## config.mk

```make
export PLATFORM = sky130hd
export DESIGN_NAME = mesh_packet_receive_filter_core
export DESIGN_NICKNAME = d
export VERILOG_FILES = /design/src/hw/rtl/mprf_pkg.sv /design/src/hw/rtl/mesh_packet_receive_filter_core.sv /design/src/hw/rtl/mprf_front.sv /design/src/hw/rtl/mprf_queue.sv /design/src/hw/rtl/mprf_back.sv
export SDC_FILE = /design/constraint.sdc
export NUM_CORES = 1
export LEC_CHECK = 0
export BUFFER_PORTS_ARGS = -buffer_cell sky130_fd_sc_hd__buf_2
export CORE_ASPECT_RATIO = 0.5
export CORE_MARGIN = 3
export CORE_UTILIZATION = 60
export DETAILED_ROUTE_END_ITERATION = 8
export PLACE_DENSITY_LB_ADDON = 0.1
export SETUP_SLACK_MARGIN = 0.3
export SLEW_MARGIN = 20
export SYNTH_ARGS = -nofsm -noshare
export SYNTH_HDL_FRONTEND = slang
export SYNTH_HIERARCHICAL = 1
export SYNTH_SLANG_ARGS = --single-unit
export TNS_END_PERCENT = 30
```

## constraint.sdc

```tcl
create_clock -name clk -period 7 [get_ports clk]
set_input_delay 0.7 -clock clk [delete_from_list [all_inputs] [get_ports clk]]
set_output_delay 0.7 -clock clk [all_outputs]
set_load 0.01 [all_outputs]
```

## src/hw/rtl/mprf_pkg.sv

```systemverilog
package mprf_pkg;

  localparam int NEIGHBOUR_SLOTS  = 8;
  localparam int RECENT_DEPTH     = 8;
  localparam int MAX_PACKET_BYTES = 255;
  localparam int QUEUE_DEPTH      = 2;
  localparam int QUEUE_PTR_W      = (QUEUE_DEPTH > 1) ? $clog2(QUEUE_DEPTH) : 1;
  localparam int QUEUE_CNT_W      = $clog2(QUEUE_DEPTH + 1);

  localparam logic [15:0] CRC_POLY   = 16'h1021;
  localparam logic [7:0]  CNT_MAX    = 8'(MAX_PACKET_BYTES);
  localparam logic [7:0]  RUNT_LIMIT = 8'd6;
  localparam logic [7:0]  HDR_BYTES  = 8'd4;
  localparam logic [7:0]  CRC_SKIP   = 8'd2;

  localparam logic [2:0] CFG_OWN_ADDRESS   = 3'd0;
  localparam logic [2:0] CFG_HELLO_CODE    = 3'd1;
  localparam logic [2:0] CFG_NLIST_CODE    = 3'd2;
  localparam logic [2:0] CFG_MESSAGE_CODE  = 3'd3;
  localparam logic [2:0] CFG_SINGLE_HOP    = 3'd4;

  typedef enum logic [2:0] {
    KIND_UNKNOWN = 3'd0,
    KIND_HELLO   = 3'd1,
    KIND_NLIST   = 3'd2,
    KIND_FOR_ME  = 3'd3,
    KIND_FORWARD = 3'd4,
    KIND_DROP    = 3'd5,
    KIND_RUNT    = 3'd6
  } kind_t;

  typedef enum logic [1:0] {
    NBR_NONE    = 2'd0,
    NBR_STORED  = 2'd1,
    NBR_PRESENT = 2'd2,
    NBR_FULL    = 2'd3
  } nbr_outcome_t;

  typedef struct packed {
    logic [7:0] own_address;
    logic [7:0] hello_code;
    logic [7:0] nlist_code;
    logic [7:0] message_code;
    logic [7:0] single_hop_code;
  } cfg_t;

  typedef struct packed {
    kind_t       kind;
    logic        crc_match;
    logic [7:0]  src;
    logic [7:0]  dst;
    logic [15:0] rx_crc;
  } desc_t;

  function automatic logic [15:0] crc_feed(input logic [15:0] crc, input logic [7:0] b);
    logic [15:0] c;
    c = crc ^ {b, 8'h00};
    for (int k = 0; k < 8; k++) begin
      c = c[15] ? ({c[14:0], 1'b0} ^ CRC_POLY) : {c[14:0], 1'b0};
    end
    return c;
  endfunction

endpackage

```

## src/hw/rtl/mesh_packet_receive_filter_core.sv

```systemverilog
// Mesh packet receive filter.
// in_*: one packet byte per item, in_last_byte marks the final byte. Bytes are
//   taken one per cycle while a two-entry descriptor queue has room.
// out_*: one result item per packet, with its kind, CRC-16/XModem match,
//   header addresses, neighbour table outcome and forward decision.
// cfg_*: register writes (index 0..4, others ignored), always ready; write
//   only while no packet is in flight.
// The result waits in the queue after the edge that takes the last byte, then
//   loads the back-end output register once that register is free or being read.
// Throughput: one byte per cycle while the queue has room; the back end resolves one
//   packet per cycle while its output is free, by combinational table lookup and update.
// A stalled receiver holds the result in the output register; up to two more
//   packets wait in the queue before in_ready drops.
// Reset (rst_n low, synchronous) clears the packet state, the neighbour table,
//   the recent checksum store and the queue, and loads the register defaults.
module mesh_packet_receive_filter_core (
  input  logic       clk,
  input  logic       rst_n,
  input  logic       in_valid,
  output logic       in_ready,
  input  logic [7:0] in_data_byte,
  input  logic       in_last_byte,
  output logic       out_valid,
  input  logic       out_ready,
  output logic [2:0] out_packet_kind,
  output logic       out_crc_match,
  output logic [7:0] out_source_address,
  output logic [7:0] out_dest_address,
  output logic       out_reply_hello,
  output logic [1:0] out_neighbour_outcome,
  output logic [2:0] out_neighbour_slot,
  output logic       out_seen_before,
  output logic       out_forward_now,
  input  logic       cfg_valid,
  output logic       cfg_ready,
  input  logic [2:0] cfg_index,
  input  logic [7:0] cfg_data
);

  mprf_pkg::cfg_t  cfg_r;
  mprf_pkg::desc_t push_desc, pop_desc;
  logic            push, q_full, q_valid, q_pop;

  assign cfg_ready = 1'b1;

  always_ff @(posedge clk) begin
    if (!rst_n) begin
      cfg_r.own_address     <= 8'd65;
      cfg_r.hello_code      <= 8'd72;
      cfg_r.nlist_code      <= 8'd78;
      cfg_r.message_code    <= 8'd77;
      cfg_r.single_hop_code <= 8'd83;
    end else if (cfg_valid && cfg_ready) begin
      case (cfg_index)
        mprf_pkg::CFG_OWN_ADDRESS:  cfg_r.own_address     <= cfg_data;
        mprf_pkg::CFG_HELLO_CODE:   cfg_r.hello_code      <= cfg_data;
        mprf_pkg::CFG_NLIST_CODE:   cfg_r.nlist_code      <= cfg_data;
        mprf_pkg::CFG_MESSAGE_CODE: cfg_r.message_code    <= cfg_data;
        mprf_pkg::CFG_SINGLE_HOP:   cfg_r.single_hop_code <= cfg_data;
        default: ;
      endcase
    end
  end

  mprf_front u_front (
    .clk          (clk),
    .rst_n        (rst_n),
    .in_valid     (in_valid),
    .in_ready     (in_ready),
    .in_data_byte (in_data_byte),
    .in_last_byte (in_last_byte),
    .cfg          (cfg_r),
    .q_full       (q_full),
    .push         (push),
    .push_desc    (push_desc)
  );

  mprf_queue u_queue (
    .clk       (clk),
    .rst_n     (rst_n),
    .push      (push),
    .push_desc (push_desc),
    .full      (q_full),
    .pop       (q_pop),
    .pop_valid (q_valid),
    .pop_desc  (pop_desc)
  );

  mprf_back u_back (
    .clk                   (clk),
    .rst_n                 (rst_n),
    .q_valid               (q_valid),
    .q_desc                (pop_desc),
    .q_pop                 (q_pop),
    .out_valid             (out_valid),
    .out_ready             (out_ready),
    .out_packet_kind       (out_packet_kind),
    .out_crc_match         (out_crc_match),
    .out_source_address    (out_source_address),
    .out_dest_address      (out_dest_address),
    .out_reply_hello       (out_reply_hello),
    .out_neighbour_outcome (out_neighbour_outcome),
    .out_neighbour_slot    (out_neighbour_slot),
    .out_seen_before       (out_seen_before),
    .out_forward_now       (out_forward_now)
  );

endmodule

```

## src/hw/rtl/mprf_front.sv

```systemverilog
module mprf_front (
  input  logic                clk,
  input  logic                rst_n,
  input  logic                in_valid,
  output logic                in_ready,
  input  logic [7:0]          in_data_byte,
  input  logic                in_last_byte,
  input  mprf_pkg::cfg_t      cfg,
  input  logic                q_full,
  output logic                push,
  output mprf_pkg::desc_t     push_desc
);

  logic [15:0]     crc_r, crc_nxt;
  logic [7:0]      tail0_r, tail0_nxt;
  logic [7:0]      tail1_r, tail1_nxt;
  logic [3:0][7:0] hdr_r, hdr_nxt;
  logic [7:0]      cnt_r, cnt_nxt;
  logic            accept;
  mprf_pkg::kind_t kind;

  assign in_ready = !q_full;
  assign accept   = in_valid && in_ready;
  assign push     = accept && in_last_byte;

  always_comb begin
    crc_nxt   = (cnt_r >= mprf_pkg::CRC_SKIP) ? mprf_pkg::crc_feed(crc_r, tail0_r) : crc_r;
    tail0_nxt = tail1_r;
    tail1_nxt = in_data_byte;
    hdr_nxt   = hdr_r;
    if (cnt_r < mprf_pkg::HDR_BYTES) begin
      hdr_nxt[cnt_r[1:0]] = in_data_byte;
    end
    cnt_nxt = (cnt_r < mprf_pkg::CNT_MAX) ? cnt_r + 8'd1 : cnt_r;
  end

  // classify on the final byte
  always_comb begin
    kind = mprf_pkg::KIND_UNKNOWN;
    if (cnt_nxt < mprf_pkg::RUNT_LIMIT) begin
      kind = mprf_pkg::KIND_RUNT;
    end else if (hdr_nxt[0] == cfg.hello_code) begin
      kind = mprf_pkg::KIND_HELLO;
    end else if (hdr_nxt[0] == cfg.nlist_code) begin
      kind = mprf_pkg::KIND_NLIST;
    end else if (hdr_nxt[0] == cfg.message_code) begin
      if (hdr_nxt[3] == cfg.own_address) begin
        kind = mprf_pkg::KIND_FOR_ME;
      end else if (hdr_nxt[1] != cfg.single_hop_code) begin
        kind = mprf_pkg::KIND_FORWARD;
      end else begin
        kind = mprf_pkg::KIND_DROP;
      end
    end
    push_desc.kind      = kind;
    push_desc.rx_crc    = {tail0_nxt, tail1_nxt};
    push_desc.crc_match = (kind != mprf_pkg::KIND_RUNT) && ({tail0_nxt, tail1_nxt} == crc_nxt);
    push_desc.src       = hdr_nxt[2];
    push_desc.dst       = hdr_nxt[3];
  end

  always_ff @(posedge clk) begin
    if (!rst_n) begin
      crc_r   <= '0;
      tail0_r <= '0;
      tail1_r <= '0;
      hdr_r   <= '0;
      cnt_r   <= '0;
    end else if (accept) begin
      if (in_last_byte) begin
        crc_r   <= '0;
        tail0_r <= '0;
        tail1_r <= '0;
        hdr_r   <= '0;
        cnt_r   <= '0;
      end else begin
        crc_r   <= crc_nxt;
        tail0_r <= tail0_nxt;
        tail1_r <= tail1_nxt;
        hdr_r   <= hdr_nxt;
        cnt_r   <= cnt_nxt;
      end
    end
  end

endmodule

```

## src/hw/rtl/mprf_queue.sv

```systemverilog
module mprf_queue (
  input  logic            clk,
  input  logic            rst_n,
  input  logic            push,
  input  mprf_pkg::desc_t push_desc,
  output logic            full,
  input  logic            pop,
  output logic            pop_valid,
  output mprf_pkg::desc_t pop_desc
);

  mprf_pkg::desc_t                    mem_r [mprf_pkg::QUEUE_DEPTH];
  logic [mprf_pkg::QUEUE_PTR_W-1:0]   wr_ptr_r, rd_ptr_r;
  logic [mprf_pkg::QUEUE_CNT_W-1:0]   cnt_r;
  logic                               do_push, do_pop;

  assign full      = (cnt_r == mprf_pkg::QUEUE_CNT_W'(mprf_pkg::QUEUE_DEPTH));
  assign pop_valid = (cnt_r != '0);
  assign pop_desc  = mem_r[rd_ptr_r];
  assign do_push   = push && !full;
  assign do_pop    = pop && pop_valid;

  always_ff @(posedge clk) begin
    if (do_push) begin
      mem_r[wr_ptr_r] <= push_desc;
    end
  end

  always_ff @(posedge clk) begin
    if (!rst_n) begin
      wr_ptr_r <= '0;
      rd_ptr_r <= '0;
      cnt_r    <= '0;
    end else begin
      if (do_push) begin
        wr_ptr_r <= (wr_ptr_r == mprf_pkg::QUEUE_PTR_W'(mprf_pkg::QUEUE_DEPTH - 1)) ?
                    '0 : wr_ptr_r + 1'b1;
      end
      if (do_pop) begin
        rd_ptr_r <= (rd_ptr_r == mprf_pkg::QUEUE_PTR_W'(mprf_pkg::QUEUE_DEPTH - 1)) ?
                    '0 : rd_ptr_r + 1'b1;
      end
      case ({do_push, do_pop})
        2'b10:   cnt_r <= cnt_r + 1'b1;
        2'b01:   cnt_r <= cnt_r - 1'b1;
        default: cnt_r <= cnt_r;
      endcase
    end
  end

endmodule

```

## src/hw/rtl/mprf_back.sv

```systemverilog
module mprf_back (
  input  logic            clk,
  input  logic            rst_n,
  input  logic            q_valid,
  input  mprf_pkg::desc_t q_desc,
  output logic            q_pop,
  output logic            out_valid,
  input  logic            out_ready,
  output logic [2:0]      out_packet_kind,
  output logic            out_crc_match,
  output logic [7:0]      out_source_address,
  output logic [7:0]      out_dest_address,
  output logic            out_reply_hello,
  output logic [1:0]      out_neighbour_outcome,
  output logic [2:0]      out_neighbour_slot,
  output logic            out_seen_before,
  output logic            out_forward_now
);

  logic [mprf_pkg::NEIGHBOUR_SLOTS-1:0][7:0] nbr_r, nbr_nxt;
  logic [mprf_pkg::RECENT_DEPTH-1:0][15:0]   rc_r, rc_nxt;

  logic                   out_valid_r;
  mprf_pkg::kind_t        kind_r;
  logic                   match_r, reply_r, seen_r, fwd_r;
  logic [7:0]             src_r, dst_r;
  mprf_pkg::nbr_outcome_t outcome_r, outcome;
  logic [2:0]             slot_r, slot, empty_slot;

  logic is_hello, is_fwd, present, found, seen;

  assign q_pop    = q_valid && (!out_valid_r || out_ready);
  assign is_hello = (q_desc.kind == mprf_pkg::KIND_HELLO);
  assign is_fwd   = (q_desc.kind == mprf_pkg::KIND_FORWARD);

  // neighbour table: membership check, then first empty slot
  always_comb begin
    present    = 1'b0;
    found      = 1'b0;
    empty_slot = '0;
    nbr_nxt    = nbr_r;
    for (int i = 0; i < mprf_pkg::NEIGHBOUR_SLOTS; i++) begin
      if (nbr_r[i] == q_desc.src) begin
        present = 1'b1;
      end
    end
    for (int i = 0; i < mprf_pkg::NEIGHBOUR_SLOTS; i++) begin
      if (!found && nbr_r[i] == 8'd0) begin
        found      = 1'b1;
        empty_slot = 3'(i);
        if (is_hello && !present) begin
          nbr_nxt[i] = q_desc.src;
        end
      end
    end
    if (!is_hello) begin
      outcome = mprf_pkg::NBR_NONE;
      slot    = '0;
    end else if (present) begin
      outcome = mprf_pkg::NBR_PRESENT;
      slot    = '0;
    end else if (found) begin
      outcome = mprf_pkg::NBR_STORED;
      slot    = empty_slot;
    end else begin
      outcome = mprf_pkg::NBR_FULL;
      slot    = '0;
    end
  end

  // recent checksum store, index 0 newest
  always_comb begin
    seen   = 1'b0;
    rc_nxt = rc_r;
    for (int i = 0; i < mprf_pkg::RECENT_DEPTH; i++) begin
      if (rc_r[i] == q_desc.rx_crc) begin
        seen = 1'b1;
      end
    end
    if (is_fwd && !seen) begin
      for (int i = 1; i < mprf_pkg::RECENT_DEPTH; i++) begin
        rc_nxt[i] = rc_r[i-1];
      end
      rc_nxt[0] = q_desc.rx_crc;
    end
  end

  always_ff @(posedge clk) begin
    if (!rst_n) begin
      nbr_r       <= '0;
      rc_r        <= '0;
      out_valid_r <= 1'b0;
    end else begin
      if (q_pop) begin
        nbr_r       <= nbr_nxt;
        rc_r        <= rc_nxt;
        out_valid_r <= 1'b1;
      end else if (out_ready) begin
        out_valid_r <= 1'b0;
      end
    end
  end

  always_ff @(posedge clk) begin
    if (q_pop) begin
      kind_r    <= q_desc.kind;
      match_r   <= q_desc.crc_match;
      src_r     <= q_desc.src;
      dst_r     <= q_desc.dst;
      reply_r   <= is_hello;
      outcome_r <= outcome;
      slot_r    <= slot;
      seen_r    <= is_fwd && seen;
      fwd_r     <= is_fwd && !seen;
    end
  end

  assign out_valid             = out_valid_r;
  assign out_packet_kind       = kind_r;
  assign out_crc_match         = match_r;
  assign out_source_address    = src_r;
  assign out_dest_address      = dst_r;
  assign out_reply_hello       = reply_r;
  assign out_neighbour_outcome = outcome_r;
  assign out_neighbour_slot    = slot_r;
  assign out_seen_before       = seen_r;
  assign out_forward_now       = fwd_r;

endmodule

```

==> reports/qor.csv <==
metric,value,unit
crit_path_max_fanout,42,
finClkSkew,0.0185,ns
die_h,135,um
viasPerCell,5.95,
grt_max_degree,176,
vias,14300,
layout.nets,1973,
synth.largest_area_cell,dfxtp_1,
layout_commonest_cell,dfxtp_1,
path_cells,mux2_2 > xor2_1 > nor4_1 > nand4_1 > nand4_1 > nor4_4 > buf_4 > buf_4 > mux2i_1,
synth_nets,2015,
end_kind,register,
clk_latency,0.54,ns
rr_worst_depth,9,
first_pass_iters,5,
setup_violations,0,
root_buffer,clkbuf_16,
core_area,32200,sq um
fill_cells,2625,
vdd_drop_max,0.175,mV
io_buffers,54,
ys_types,70,
r2r_setup_slack,2.94,ns
slew_viol_final,0,
tns,0,ns
routedWlPerCell,20.0,um
worstSetupPathType,reg2reg,
drc,0,
cp_num_buf_inv,2,
layout_common_cells,"dfxtp_1 (309), nand2_1 (266), mux2i_1 (181)",
htreeDepth,2,
seq_area_frac_synth,46.1,%
relSlewSlack,26.6,%
io_pins,56,
wirelength,48100,um
max_cap_viol_count,0,
rr_endpoint,u_back/rc_r[1]$_SDFFE_PN0P_,
post-cts-setup-buffer-count,0,
fmax,246,MHz
ys_seq_elements,410,
cts-buffers-inserted,37,
drive_above_1_share,9.79,%
cp.required,7.45,ns
fin_crit_sh,58.0,%
cts_sinks,410,
synth-warning-count,6,
power,5.50,mW
status,finished clean,
start_util,62.0,%
powerDensity,257,nW/um^2
hold_path_end,cfg_r[10]$_SDFFE_PN1P_,
rows,46,
hold_path.class,in2reg,
cpPeakStageDelay,0.96,ns
p_sw,1.46,mW
clkPwrFrac,39.5,%
drt_iter0_drc,1429,
dp_hpwl,31000,um
synthTopCellsByArea,"dfxtp_1 (31%), edfxtp_1 (15%), mux2i_1 (9.1%)",
combPwrFrac,13.6,%
post_cts_resized,0,
p_int,4.04,mW
arrival,4.51,ns
clk_pin_slew,0.07,ns
cts_hold_buf,0,
min_from,cfg_data[2],
antenna_left,0,
worstMarginPinSlew,1.09,ns
tritoncts,done,
die-area,35600,sq um
die_w,264,um
rsz0062_at_grt,no,
overflow,0,
hold_viol_final,0,
syn_inst,1985,
grt_pass1_vias,13400,
ys_async_sr_fraction,0,%
leakagePower,7.54,nW
antenna_found_initial,1,
switching_share,26.6,%
syn-cell-area,20000,sq um
synth_edf_count,100,
synth_top_area_share,31.1,%
area_growth,7.19,%
grt_usage,26.5,%
synthFlopType,dfxtp_1,
cts.path.max_buffers,3,
syn_area_per_cell,10.1,sq um
cp-start-kind,register,
cp_slowest_cell,dfxtp_2,
grt_pass1_wl,75700,um
cp.depth,9,
place_congestion,0.891,
hold_depth,3,
fin_crit,4.06,ns
pwr-share-seq,46.9,%
crit_family,buffers and inverters,
-- power groups by stage --
stage / Sequential (mW) / Clock (mW) / Combinational [mW]
after floorplan: 2.63 / 0 / 0.540
after global placement: 2.63 / 0 / 0.735
after detailed placement: 2.63 / 0 / 0.740
after CTS: 2.58 / 2.21 / 0.744
after global routing: 2.59 / 2.31 / 0.804
final: 2.58 / 2.17 / 0.750
-- routing by layer --
layer  routed length (um)  global-route usage (%)  vias up
li1                     -                       -     6870
met1                23400                    40.1     6923
met2                20800                    39.6      441
met3                 3090                    4.62       73
met4                  849                    5.84        2
met5                   16                       0        -
-- Yosys cell counts (all sizes together), types with 8 or more instances --
cell / number
inv: 27
nor3: 33
clkbuf: 74
o22ai: 9
xor2: 159
a21oi: 14
nand3b: 8
xnor2: 120
o21ai: 50
nand2: 266
dfxtp: 310
nand4: 43
buf: 74
a21boi: 18
a22oi: 44
and3: 8
nor2b: 124
nand3: 26
nor4: 60
a41oi: 48
mux2: 44
edfxtp: 100
and2: 8
nor2: 71
mux2i: 181
-- kinds of logic after synthesis --
group / share of synthesized area, %
AO/OA/AOI/OAI: 7.73
XOR/XNOR: 12.5
adder cells (fa/ha/maj): 0.313
buffers and inverters: 4.66
flip-flops: 46.1
multiplexers: 11.6
other: 0.0188
AND/OR/NAND/NOR: 17.1
-- sequential cells by signal, indices dropped and copies added, names as in the netlist, 3 cells and up, named ones only --
signal / flops
cfg_r: 40
u_back/nbr_r: 64
u_back/out_dest_address: 8
u_back/out_neighbour_slot: 3
u_back/out_packet_kind: 3
u_back/out_source_address: 8
u_back/rc_r: 128
u_front/cnt_r: 8
u_front/crc_r: 16
u_front/hdr_r: 32
u_front/tail0_nxt: 8
u_front/tail0_r: 8
u_queue/mem_r: 72
-- metrics by stage --
step                      cell area (sq um)  setup WS (ns)  std cells  utilization, %  hold WS (ns)
after floorplan                       20000           4.03       1985               -         0.446
after global placement                20100           3.06       2336            62.4         0.457
after detailed placement              20100           2.98       2336            62.4         0.464
after CTS                             21400           2.96       2404            66.4         0.443
after global routing                  21400           2.65       2404            66.4         0.454
final                                 21400           2.94       2405            66.4         0.457
-- area by class of cell --
| cell class | count | area (sq um) | area share, % |
|---|---|---|---|
| Clock buffer | 51 | 1100 | 5.12 |
| Antenna cell | 1 | 2.50 | 0.0117 |
| Clock inverter | 17 | 209 | 0.976 |
| Timing Repair Buffer | 67 | 390 | 1.82 |
| Inverter | 27 | 101 | 0.473 |
| Sequential cell | 410 | 9210 | 43.0 |
| Multi-Input combinational cell | 1400 | 9860 | 46.1 |
| Tap cell | 432 | 541 | 2.52 |
-- worst max-delay path by stage --
stage	start	endpoint	slack [ns]
detailed placement	register	u_back/rc_r[17]$_SDFFE_PN0P_	2.98
global placement	register	u_back/rc_r[50]$_SDFFE_PN0P_	3.06
CTS	register	u_back/rc_r[30]$_SDFFE_PN0P_	2.96
floorplan	in_valid	u_queue/mem_r[0][0]$_DFFE_PP_	4.03
global route	register	u_back/rc_r[46]$_SDFFE_PN0P_	2.65
finish	register	u_back/rc_r[1]$_SDFFE_PN0P_	2.94
-- worst min-delay path, cell delays in order --
cell and delay [ns]:
buf_2 0.09, nor2b_1 0.05, mux2i_1 0.11
Note: power is estimated with default switching activity, not from simulation.
